`src/hw/rtl/smmd_pkg.sv`:
```
// Shared constants, types and the base64 digit table of the mappings decoder.
package smmd_pkg;

  localparam int unsigned POS_W     = 32;  // width of every running position
  localparam int unsigned NUM_POS   = 6;   // generated row and column, source, row, column, name
  localparam int unsigned NUM_DELTA = 5;   // deltas kept per segment
  localparam int unsigned PART_W    = POS_W + 1;  // sign bit plus magnitude
  localparam int unsigned DIGIT_W   = 7;   // six digit bits plus an invalid flag
  localparam int unsigned GROUP_W   = 5;   // payload bits per VLQ digit
  localparam int unsigned CNT_W     = 3;   // values seen in a segment, saturating
  localparam int unsigned SYM_W     = 8;

  localparam logic [SYM_W-1:0]   SymComma   = 8'h2C;
  localparam logic [SYM_W-1:0]   SymSemi    = 8'h3B;
  localparam logic [DIGIT_W-1:0] DigitBad   = 7'd64;
  localparam logic [CNT_W-1:0]   CntOne     = 3'd1;
  localparam logic [CNT_W-1:0]   CntFour    = 3'd4;
  localparam logic [CNT_W-1:0]   CntFive    = 3'd5;
  localparam logic [CNT_W-1:0]   CntSat     = 3'd6;

  localparam int unsigned DEFAULT_VALUE_BITS = 32;

  typedef logic [POS_W-1:0] pos_t;

  // Base64 alphabet to digit value; an invalid byte reads as DigitBad.
  function automatic logic [DIGIT_W-1:0] smmd_digit(input logic [SYM_W-1:0] sym);
    logic [DIGIT_W-1:0] d;
    d = DigitBad;
    if (sym >= 8'h41 && sym <= 8'h5A) begin
      d = DIGIT_W'(sym - 8'h41);
    end else if (sym >= 8'h61 && sym <= 8'h7A) begin
      d = DIGIT_W'(sym - 8'h61 + 8'd26);
    end else if (sym >= 8'h30 && sym <= 8'h39) begin
      d = DIGIT_W'(sym - 8'h30 + 8'd52);
    end else if (sym == 8'h2B) begin
      d = 7'd62;
    end else if (sym == 8'h2F) begin
      d = 7'd63;
    end
    return d;
  endfunction

endpackage

```
`src/hw/rtl/source_map_mappings_decoder.sv`:
```
// Source map mappings decoder: base64 VLQ text in, absolute position records out.
//
//  Channel  | Dir | Request contents
//  ---------+-----+------------------------------------------------------------
//  s_axis   | in  | tdata[7:0] symbol (one byte of mappings text); tlast last
//  m_axis   | out | tdata[191:0] gen_row, gen_column, source_index, orig_row,
//           |     | orig_column, name_index (32 bits each, lowest first);
//           |     | tuser error
//
// Each request is decoded combinationally: the digit table, the VLQ shift-or and
// one adder per running position sit between the state registers and the result
// register, so one request is taken per clock when the output side keeps up.
// A result is visible on the cycle after its request is accepted.
// The input is ready whenever the result register is empty or being emptied.
// Reset clears all decoding state and empties the result register; a request
// marked last returns the decoder to that same state once it has been processed.
module source_map_mappings_decoder
  import smmd_pkg::*;
#(
  parameter int unsigned VALUE_BITS = DEFAULT_VALUE_BITS
) (
  input  logic                   clk_i,
  input  logic                   rst_ni,
  input  logic                   s_axis_tvalid_i,
  output logic                   s_axis_tready_o,
  input  logic [SYM_W-1:0]       s_axis_tdata_i,   // [7:0] symbol
  input  logic                   s_axis_tlast_i,   // last
  output logic                   m_axis_tvalid_o,
  input  logic                   m_axis_tready_i,
  output logic [NUM_POS*POS_W-1:0] m_axis_tdata_o, // gen_row, gen_column, source_index,
                                                   // orig_row, orig_column, name_index
  output logic                   m_axis_tuser_o    // error
);

  // Longest legal VLQ value in digits, and the shift at which a further digit
  // is one too many.
  localparam int unsigned MaxDigits  = (VALUE_BITS + 4) / 5;
  localparam int unsigned ShiftLimit = GROUP_W * MaxDigits;
  localparam int unsigned SHIFT_W    = $clog2(ShiftLimit + 1);

  // Decoding state.
  pos_t                acc_q    [NUM_POS];
  pos_t                acc_d    [NUM_POS];
  pos_t                delta_q  [NUM_DELTA];
  pos_t                delta_d  [NUM_DELTA];
  logic [PART_W-1:0]   partial_q, partial_d;
  logic [SHIFT_W-1:0]  shift_q, shift_d;
  logic                cont_q, cont_d;
  logic [CNT_W-1:0]    nvals_q, nvals_d;
  logic                stopped_q, stopped_d;

  // Result register.
  pos_t                res_q    [NUM_POS];
  pos_t                res_d    [NUM_POS];
  logic                res_err_q, res_err_d;
  logic                out_valid_q;

  logic                in_acc;
  logic                res_load;

  // Per-request decode signals.
  logic [DIGIT_W-1:0]  digit;
  logic                is_comma, is_semi;
  logic [PART_W-1:0]   partial_new;
  logic [POS_W-1:0]    mag;
  logic                fin;
  logic                do_end;
  logic                err;
  logic                produce;
  pos_t                sum      [NUM_DELTA];

  assign s_axis_tready_o = !out_valid_q || m_axis_tready_i;
  assign in_acc          = s_axis_tvalid_i && s_axis_tready_o;
  assign res_load        = in_acc && produce;

  assign digit    = smmd_digit(s_axis_tdata_i);
  assign is_comma = (s_axis_tdata_i == SymComma);
  assign is_semi  = (s_axis_tdata_i == SymSemi);

  // The new digit's five payload bits land above those already gathered; bits
  // past the sign and the 32-bit magnitude never reach a result and fall away.
  assign partial_new = partial_q | (PART_W'(digit[GROUP_W-1:0]) << shift_q);
  assign mag         = partial_new[PART_W-1:1];

  // Segment sums. A value finished by this very request has not reached the
  // delta registers yet, so its magnitude is added or subtracted directly,
  // keeping one adder per running position.
  always_comb begin
    for (int k = 0; k < NUM_DELTA; k++) begin
      logic       use_new;
      logic       sub;
      logic [POS_W-1:0] op;
      use_new = fin && (nvals_q == CNT_W'(k));
      sub     = use_new && partial_new[0];
      op      = use_new ? mag : delta_q[k];
      sum[k]  = acc_q[k+1] + (op ^ {POS_W{sub}}) + POS_W'(sub);
    end
  end

  always_comb begin
    acc_d     = acc_q;
    delta_d   = delta_q;
    partial_d = partial_q;
    shift_d   = shift_q;
    cont_d    = cont_q;
    nvals_d   = nvals_q;
    stopped_d = stopped_q;
    res_d     = acc_q;
    res_err_d = 1'b0;
    fin       = 1'b0;
    do_end    = 1'b0;
    err       = 1'b0;
    produce   = 1'b0;

    if (!stopped_q) begin
      if (is_comma || is_semi) begin
        do_end = 1'b1;
      end else if (digit[DIGIT_W-1] || (shift_q >= SHIFT_W'(ShiftLimit))) begin
        // Not a base64 digit, or a value with one digit too many.
        err = 1'b1;
      end else if (digit[GROUP_W]) begin
        // Continuation digit: gather it and wait for the next one. On the last
        // character the segment still ends, with the value left dangling.
        partial_d = partial_new;
        cont_d    = 1'b1;
        shift_d   = shift_q + SHIFT_W'(GROUP_W);
        do_end    = s_axis_tlast_i;
      end else begin
        // Final digit of a value: fold the sign in and file it as a delta.
        fin       = 1'b1;
        cont_d    = 1'b0;
        partial_d = '0;
        shift_d   = '0;
        if (nvals_q < CntFive) begin
          delta_d[nvals_q] = partial_new[0] ? (POS_W'(0) - mag) : mag;
        end
        if (nvals_q != CntSat) begin
          nvals_d = nvals_q + CntOne;
        end
        do_end = s_axis_tlast_i;
      end

      if (do_end) begin
        if (cont_d) begin
          // The segment ends in the middle of a value.
          err = 1'b1;
        end else begin
          if (nvals_d == CntOne) begin
            acc_d[1] = sum[0];
          end else if (nvals_d >= CntFour) begin
            for (int k = 0; k < NUM_DELTA - 1; k++) begin
              acc_d[k+1] = sum[k];
            end
            if (nvals_d == CntFive) begin
              acc_d[NUM_POS-1] = sum[NUM_DELTA-1];
            end
            produce = 1'b1;
          end
          // The record carries the positions before any row change.
          res_d = acc_d;
          for (int k = 0; k < NUM_DELTA; k++) begin
            delta_d[k] = '0;
          end
          nvals_d = '0;
          if (is_semi) begin
            acc_d[0] = acc_q[0] + POS_W'(1);
            acc_d[1] = '0;
          end
        end
      end

      if (err) begin
        stopped_d = 1'b1;
        produce   = 1'b1;
        res_err_d = 1'b1;
        for (int k = 0; k < NUM_POS; k++) begin
          res_d[k] = '0;
        end
      end
    end

    // The last character of a text always leaves the decoder as after reset.
    if (s_axis_tlast_i) begin
      for (int k = 0; k < NUM_POS; k++) begin
        acc_d[k] = '0;
      end
      for (int k = 0; k < NUM_DELTA; k++) begin
        delta_d[k] = '0;
      end
      partial_d = '0;
      shift_d   = '0;
      cont_d    = 1'b0;
      nvals_d   = '0;
      stopped_d = 1'b0;
    end
  end

  always_ff @(posedge clk_i or negedge rst_ni) begin
    if (!rst_ni) begin
      for (int k = 0; k < NUM_POS; k++) begin
        acc_q[k] <= '0;
      end
      for (int k = 0; k < NUM_DELTA; k++) begin
        delta_q[k] <= '0;
      end
      partial_q <= '0;
      shift_q   <= '0;
      cont_q    <= 1'b0;
      nvals_q   <= '0;
      stopped_q <= 1'b0;
    end else if (in_acc) begin
      acc_q     <= acc_d;
      delta_q   <= delta_d;
      partial_q <= partial_d;
      shift_q   <= shift_d;
      cont_q    <= cont_d;
      nvals_q   <= nvals_d;
      stopped_q <= stopped_d;
    end
  end

  always_ff @(posedge clk_i or negedge rst_ni) begin
    if (!rst_ni) begin
      out_valid_q <= 1'b0;
    end else if (res_load) begin
      out_valid_q <= 1'b1;
    end else if (m_axis_tready_i) begin
      out_valid_q <= 1'b0;
    end
  end

  always_ff @(posedge clk_i) begin
    if (res_load) begin
      res_q     <= res_d;
      res_err_q <= res_err_d;
    end
  end

  assign m_axis_tvalid_o = out_valid_q;
  assign m_axis_tuser_o  = res_err_q;
  always_comb begin
    for (int k = 0; k < NUM_POS; k++) begin
      m_axis_tdata_o[k*POS_W +: POS_W] = res_q[k];
    end
  end

  // An error result carries no positions.
  assert property (@(posedge clk_i) disable iff (!rst_ni)
    (m_axis_tvalid_o && m_axis_tuser_o) |-> (m_axis_tdata_o == '0))
    else $error("error result with non-zero positions");

  // While stopped, every character taken, the last included, yields nothing.
  assert property (@(posedge clk_i) disable iff (!rst_ni)
    (in_acc && stopped_q) |-> !res_load)
    else $error("result produced while decoding is stopped");

  // A last character leaves the decoder in its reset state.
  assert property (@(posedge clk_i) disable iff (!rst_ni)
    (in_acc && s_axis_tlast_i) |=>
      (!stopped_q && !cont_q && (nvals_q == '0) && (shift_q == '0) && (acc_q[0] == '0)))
    else $error("state not cleared after last character");

  // The value count saturates and never passes six.
  assert property (@(posedge clk_i) disable iff (!rst_ni)
    nvals_q <= CntSat)
    else $error("segment value count out of range");

endmodule
```
`config.mk`:
```
export PLATFORM = sky130hd
export DESIGN_NAME = source_map_mappings_decoder
export DESIGN_NICKNAME = d
export VERILOG_FILES = /design/src/hw/rtl/smmd_pkg.sv /design/src/hw/rtl/source_map_mappings_decoder.sv
export SDC_FILE = /design/constraint.sdc
export NUM_CORES = 2
export LEC_CHECK = 0
export BUFFER_PORTS_ARGS = -buffer_cell sky130_fd_sc_hd__buf_2
export CORE_MARGIN = 3
export CORE_UTILIZATION = 50
export CTS_BUF_LIST = sky130_fd_sc_hd__clkbuf_4 sky130_fd_sc_hd__clkbuf_8
export CTS_CLUSTER_SIZE = 20
export DETAILED_ROUTE_END_ITERATION = 7
export PLACE_DENSITY = 0.68
export SLEW_MARGIN = 20
export SYNTH_ARGS = -nofsm -noshare
export SYNTH_HDL_FRONTEND = slang
export SYNTH_SLANG_ARGS = --single-unit
```
`constraint.sdc`:
```
create_clock -name clk_i -period 22.8 [get_ports clk_i]
set_clock_uncertainty 0.05 [all_clocks]
set_input_delay 2.28 -clock clk_i [delete_from_list [all_inputs] [get_ports clk_i]]
set_output_delay 2.28 -clock clk_i [all_outputs]
set_load 0.01 [all_outputs]
```
* Yosys cells after proc, flatten, opt, wreduce, memory -nomap -nowiden
Index checks and enable logic that the tools add are counted.
Word-level totals: register bits 590, bits of input ports 13, output and inout port bits 195, logic and storage cells 188
Cells by class: add/subtract/negate cells 19, magnitude comparators 11, equal/unequal tests 15, shifts and indexed selects 1, mux-type cells 83, bitwise logic cells 7, reductions and logical operators 28
Operators with widths (count):
- $mux W160 | 11
- $mux W192 | 6
- $mux W32 | 9
- $mux W33 | 5
- $add A32 B1 Y32 | 5
- $add A32 B32 Y32 | 5
- $bwmux W160 | 1
- $xor A32 B32 Y32 | 5
- $mux W128 | 1
- $demux W32 S3 | 1
- $mux W64 | 1
- $mux W7 | 5
- $or A33 B33 Y33 | 1
- $shl A5 B6 Y33 | 1
- $add A32 B1 Y32 const B | 1
- $eq A8 B6 Y1 const B | 4
- $sub A1 B32 Y32 const A | 1
- $mux W6 | 5
- $mux W1 | 29
- $mux W3 | 9
- $ge A8 B7 Y1 const B | 2
- $le A8 B7 Y1 const B | 2
- $logic_and A1 B1 Y1 | 16
- $sub A7 B7 Y7 const B | 2
- 25 further kinds | 36

* Logic depth before layout (Yosys ltp)
depth after elaboration 23, mapped depth 31, mapped depth without buffers 29

* Worst setup path after synthesis
Ideal clock, no wire load.
kind input to register, from input port s_axis_tdata_i[2], to register res_q (netlist bit m_axis_tdata_o[0]) (enable), setup time 1.033 ns, arrival 19.029 ns, required time 21.717 ns, path slack 2.688 ns, stages on the path 14, buffers on the path 4, cells stage by stage buf_2 > inv_1 > ha_1 > and3_1 > a31o_2 > a31o_2 > o311a_2 > buf_4 > nand2_1 > o21ai_0 > o21a_1 > clkbuf_1 > buf_1 > a211oi_1
On the way: word-level cells in the longest chain between the ends 18, elaborated cells between the ends (all ways) 50, those cells by class 5 x add/sub; 7 x order compare; 5 x eq/ne; 27 x mux; 6 x reduce/logical
Ends and longest elaborated chain:
- start: declaration | line source_map_mappings_decoder.sv:26 | input logic [SYM_W-1:0] s_axis_tdata_i,
- parallel branches: the longest is 15 deep, another holds $sub A7 B6 Y7
- $mux W1 * | line source_map_mappings_decoder.sv:172 | if (err) begin
- $mux W1 * | line source_map_mappings_decoder.sv:115 | if (!stopped_q) begin
- $logic_and A1 B1 Y1 * | line source_map_mappings_decoder.sv:74 | assign res_load = in_acc && produce;
- net res_load | line source_map_mappings_decoder.sv:59 | logic res_load;
- end signal: assignment | line source_map_mappings_decoder.sv:234 | res_q <= res_d;
- end: declaration | line source_map_mappings_decoder.sv:53 | pos_t res_q [NUM_POS];
Mark *: on every way through the listed nets, which the timed path passes. The select of a mux whose other input is x is not followed. A chain may end at the register's enable or synchronous reset.

==> flow_summary.html <==
<table>
<tr><th>Metric</th><th>Value</th></tr>
<tr><th colspan="2">Status</th></tr>
<tr><td>Outcome</td><td>completed</td></tr>
<tr><th colspan="2">STA</th></tr>
<tr><td>Final period util</td><td>41.6%</td></tr>
<tr><td>Final Hold Slack</td><td>0.426 ns</td></tr>
<tr><td>Final setup violating endpoints</td><td>0</td></tr>
<tr><td>Final critical delay including setup and external delays</td><td>9.48 ns</td></tr>
<tr><td>Setup repair after global routing missed its margin</td><td>false</td></tr>
<tr><td>Number of endpoints with negative hold slack in the final report</td><td>0</td></tr>
<tr><td>Slew Limit Fails</td><td>0</td></tr>
<tr><td>Setup total negative slack</td><td>0 ns</td></tr>
<tr><td>Maximum achievable frequency</td><td>106 MHz</td></tr>
<tr><td>Actual transition at the worst max-transition pin</td><td>about 1.3 ns</td></tr>
<tr><td>Setup ws final</td><td>between 10 and 15 ns</td></tr>
<tr><td>Normalized max-slew margin</td><td>14.0%</td></tr>
<tr><th colspan="2">Worst hold path</th></tr>
<tr><td>Hold Crit Depth</td><td>2</td></tr>
<tr><td>Path type of the worst min-delay path</td><td>reg -&gt; reg</td></tr>
<tr><th colspan="2">Yosys</th></tr>
<tr><td>Proportion of netlist area held by the largest area contributor</td><td>29.0%</td></tr>
<tr><td>Most frequent cell after synthesis</td><td>sky130_fd_sc_hd__dfrtp_1</td></tr>
<tr><td>Leading post-synthesis cells by cell area</td><td>sky130_fd_sc_hd__dfrtp_1, sky130_fd_sc_hd__edfxtp_1, sky130_fd_sc_hd__a22o_1</td></tr>
<tr><td>#FFs+latches synth</td><td>590</td></tr>
<tr><td>Number of library cell types mapped by synthesis</td><td>117</td></tr>
<tr><td>Post-Syn Nets</td><td>~3700</td></tr>
<tr><td>Yosys warning total</td><td>0</td></tr>
<tr><td>Proportion of synthesized chip area in sequential cells</td><td>45.9%</td></tr>
<tr><td>Share of async-settable or async-resettable flops after synthesis</td><td>67.3%</td></tr>
<tr><td>Post-synth top flop</td><td>sky130_fd_sc_hd__dfrtp_1</td></tr>
<tr><td>Avg Inst Size Synth</td><td>9.91 µm²</td></tr>
<tr><td>Top cell type by total area after synthesis</td><td>sky130_fd_sc_hd__dfrtp_1</td></tr>
<tr><td>Post-synthesis instance area</td><td>about 34000 µm²</td></tr>
<tr><td>Count of flip-flops with a built-in enable after synthesis</td><td>193</td></tr>
<tr><td>Post-Syn Instances</td><td>3459</td></tr>
<tr><td>Leading post-synthesis cells by instance count</td><td>sky130_fd_sc_hd__dfrtp_1, sky130_fd_sc_hd__nand2_1, sky130_fd_sc_hd__a22o_1, sky130_fd_sc_hd__o21ai_0, sky130_fd_sc_hd__nor2_1</td></tr>
<tr><th colspan="2">Setup path</th></tr>
<tr><td>CP Buf/Inv Count</td><td>2</td></tr>
<tr><td>Register-to-register setup slack</td><td>about 16 ns</td></tr>
<tr><td>Data required time of the critical path</td><td>23.33 ns</td></tr>
<tr><td>Endpoint arrival time on the critical path</td><td>10.00 ns</td></tr>
<tr><td>CP Capture Type</td><td>flip-flop</td></tr>
<tr><td>Critical path depth in cells</td><td>27</td></tr>
<tr><td>CP endpoint</td><td>m_axis_tdata_o[124]</td></tr>
<tr><td>Critical Path Source Type</td><td>input port</td></tr>
<tr><td>FF-to-FF Start</td><td>shift_q[5]</td></tr>
<tr><td>Kind of cell adding the most delay to the critical path</td><td>compound AO/OA/AOI/OAI gates</td></tr>
<tr><td>Crit Path Class</td><td>in -&gt; reg</td></tr>
<tr><td>Max stage delay cell, worst path</td><td>sky130_fd_sc_hd__xnor2_1</td></tr>
<tr><td>Delay of the slowest critical-path stage</td><td>roughly 0.87 ns</td></tr>
<tr><td>Worst-case reg-to-reg path depth</td><td>24</td></tr>
<tr><td>Beginning of the critical path</td><td>s_axis_tdata_i[2]</td></tr>
<tr><td>Critical R2R Capture</td><td>m_axis_tdata_o[94]</td></tr>
<tr><td>Most repeated library cell on the critical path</td><td>sky130_fd_sc_hd__a21oi_1</td></tr>
<tr><td>Critical Path Fanout Max</td><td>12</td></tr>
<tr><th colspan="2">Power</th></tr>
<tr><td>Leakage power</td><td>17.8 nW</td></tr>
<tr><td>Total power density per cell area</td><td>~65 nW/µm²</td></tr>
<tr><td>Peak supply drop</td><td>38.6 µV</td></tr>
<tr><th colspan="2">Clock network</th></tr>
<tr><td>CTS clock-pin slew for the worst setup and hold paths</td><td>0.06 ns</td></tr>
<tr><td>Number of buffers inserted by hold repair at cts</td><td>0</td></tr>
<tr><td>PostCTS Resize Cnt</td><td>0</td></tr>
<tr><td>Clk_lat worst skew</td><td>0.74 ns</td></tr>
<tr><td>H-tree depth</td><td>3</td></tr>
<tr><td>Clock tree root driver cell</td><td>sky130_fd_sc_hd__clkbuf_8</td></tr>
<tr><td>Clock Sink Count</td><td>590</td></tr>
<tr><td>Post CTS Setup Buffer Count</td><td>0</td></tr>
<tr><td>Maximum root-to-sink buffer count</td><td>3</td></tr>
<tr><td>Clock tree from TritonCTS</td><td>done</td></tr>
<tr><td>Number of buffers inserted during clock tree synthesis</td><td>101</td></tr>
<tr><th colspan="2">Global route</th></tr>
<tr><td>Via count of the first global-routing pass</td><td>27345</td></tr>
<tr><td>Leftover overflow at the end of global routing</td><td>0</td></tr>
<tr><td>Antenna violations before repair</td><td>10</td></tr>
<tr><td>Global-route wire length before repair</td><td>between 150000 and 200000 µm</td></tr>
<tr><td>All-Layer GR Usage</td><td>29.4%</td></tr>
<tr><td>Pin count of the biggest net entering global routing</td><td>roughly 150</td></tr>
<tr><th colspan="2">Placement</th></tr>
<tr><td>RD Place Congestion</td><td>just under 1</td></tr>
<tr><td>Pre-CTS worst setup slack</td><td>between 10 and 15 ns</td></tr>
<tr><td>Number of input and output port buffers inserted</td><td>207</td></tr>
<tr><td>HPWL reported at the end of detailed placement</td><td>73900 µm</td></tr>
<tr><td>Cell count after placement</td><td>4455</td></tr>
<tr><th colspan="2">Drt</th></tr>
<tr><td>Total routed wirelength</td><td>107000 µm</td></tr>
<tr><td>Number of design rule violations left after detail routing</td><td>0</td></tr>
<tr><td>DR pass1 iterations</td><td>7</td></tr>
<tr><td>Routed len/inst</td><td>23.0 µm</td></tr>
<tr><td>Detailed Route Iter0 Violations</td><td>about 2700</td></tr>
<tr><td>Average via count per standard cell</td><td>about 6</td></tr>
<tr><td>Antenna Violating Nets Remaining</td><td>0</td></tr>
<tr><td>Total via count after detailed routing</td><td>around 28000</td></tr>
<tr><th colspan="2">Job</th></tr>
<tr><td>Count of maximum capacitance violations</td><td>0</td></tr>
<tr><th colspan="2">Floorplan</th></tr>
<tr><td>Initial standard-cell utilization of the core</td><td>50.8%</td></tr>
<tr><td>Floorplan Core Area</td><td>67500 µm²</td></tr>
<tr><td>Number of top-level pins</td><td>208</td></tr>
<tr><td>Horizontal die dimension</td><td>268 µm</td></tr>
<tr><td>Total die area</td><td>a little over 70000 µm²</td></tr>
<tr><td>Die boundary height</td><td>268 µm</td></tr>
<tr><td># rows</td><td>95</td></tr>
<tr><th colspan="2">Final layout</th></tr>
<tr><td>Area added between synthesis and finish</td><td>13.8%</td></tr>
<tr><td>Post-layout instance count excluding filler cells</td><td>4659</td></tr>
<tr><td>Fraction of layout instances using a drive strength above 1</td><td>~16%</td></tr>
<tr><td>Layout net count</td><td>around 3900</td></tr>
</table>
[area by class of cell]
| class | instances | area (µm²) |
|---|---|---|
| inverters | 67 | 251 |
| well taps | 873 | 1090 |
| flip-flops and latches | 590 | 15700 |
| multi-input cells | 2637 | 17900 |
| fillers | 5923 | 28500 |
| repair buffers | 288 | 1710 |
| diodes | 12 | 30.0 |
| clock inverters | 60 | 646 |
| clock buffers | 132 | 1690 |
[cell usage in the layout, fill, tap and decap left out, drive strengths merged, types with 13 or more instances in the layout]
master,n
nor2b,35
a31oi,28
and2,51
clkbuf,132
or3,20
a21boi,15
inv,70
ha,173
nand3,51
nand2b,39
xor2,69
and3,31
nor2,234
xnor2,148
clkinv,41
a31o,13
a21oi,226
nand4,27
nor3,50
o21a,23
a22o,337
edfxtp,193
nand2,390
a21o,98
dfrtp,397
buf,288
o21ai,372
[tightest hold or removal path, delay by kind of cell, from the launching register on]
kind | cells | cell delay, ns
AO/OA/AOI/OAI | 1 | 0.06
flip-flops | 1 | 0.34
AND/OR/NAND/NOR | 1 | 0.05
[how the worst min path moves through the flow]
stage / start / end
2_1_floorplan: partial_q[11] / partial_q[11]
3_3_place_gp: delta_q[0] / delta_q[0]
3_5_place_dp: partial_q[11] / partial_q[11]
4_1_cts: partial_q[11] / partial_q[11]
5_1_grt: delta_q[9] / delta_q[9]
6_report: partial_q[11] / partial_q[11]
[logic make-up after synthesis]
kind of cell / after synthesis / share of synthesized area, %
AOI/OAI and AO/OA: 1248 / 25.3
DFF: 590 / 45.9
buffers and inverters: 232 / 2.62
xor gates and xnor gates: 217 / 5.61
muxes: 15 / 0.482
and+or+nand+nor: 979 / 13.5
adders and majority gates: 178 / 6.60
[flip-flops by register name (all words and copies together), names as in the netlist, 3 cells and up]
| register | cells |
|---|---|
| delta_q | 160 |
| shift_q | 6 |
| partial_q | 33 |
| acc_q | 192 |
| m_axis_tdata_o | 192 |
| nvals_q | 3 |
[metrics by stage]
| stage | cell area (µm²) | power [W] | util, % |
|---|---|---|---|
| 3_5_place_dp | 36700 | 0.00146 | 54.3 |
| 5_1_grt | 39000 | 0.00263 | 57.8 |
| 4_1_cts | 39000 | 0.00256 | 57.8 |
| 3_3_place_gp | 36600 | 0.00145 | 54.2 |
| 2_1_floorplan | 34300 | 0.00132 | - |
| 6_report | 39000 | 0.00254 | 57.8 |
[layer usage]
| layer | global-route usage (%) | wire length, µm |
|---|---|---|
| met1 | 38.6 | 43800 |
| met4 | 16.1 | 5940 |
| met5 | 0 | 91 |
| met2 | 45.3 | 47600 |
| met3 | 6.83 | 9530 |
[power breakdown]
group	internal, W	leakage [nW]	switching (W)
clock network	0.000629	1.22	0.000472
logic	0.0000686	9.22	0.000237
registers	0.00113	7.38	0.00000977
total	0.00183	17.8	0.000719
(Power assumes the default switching activity.)
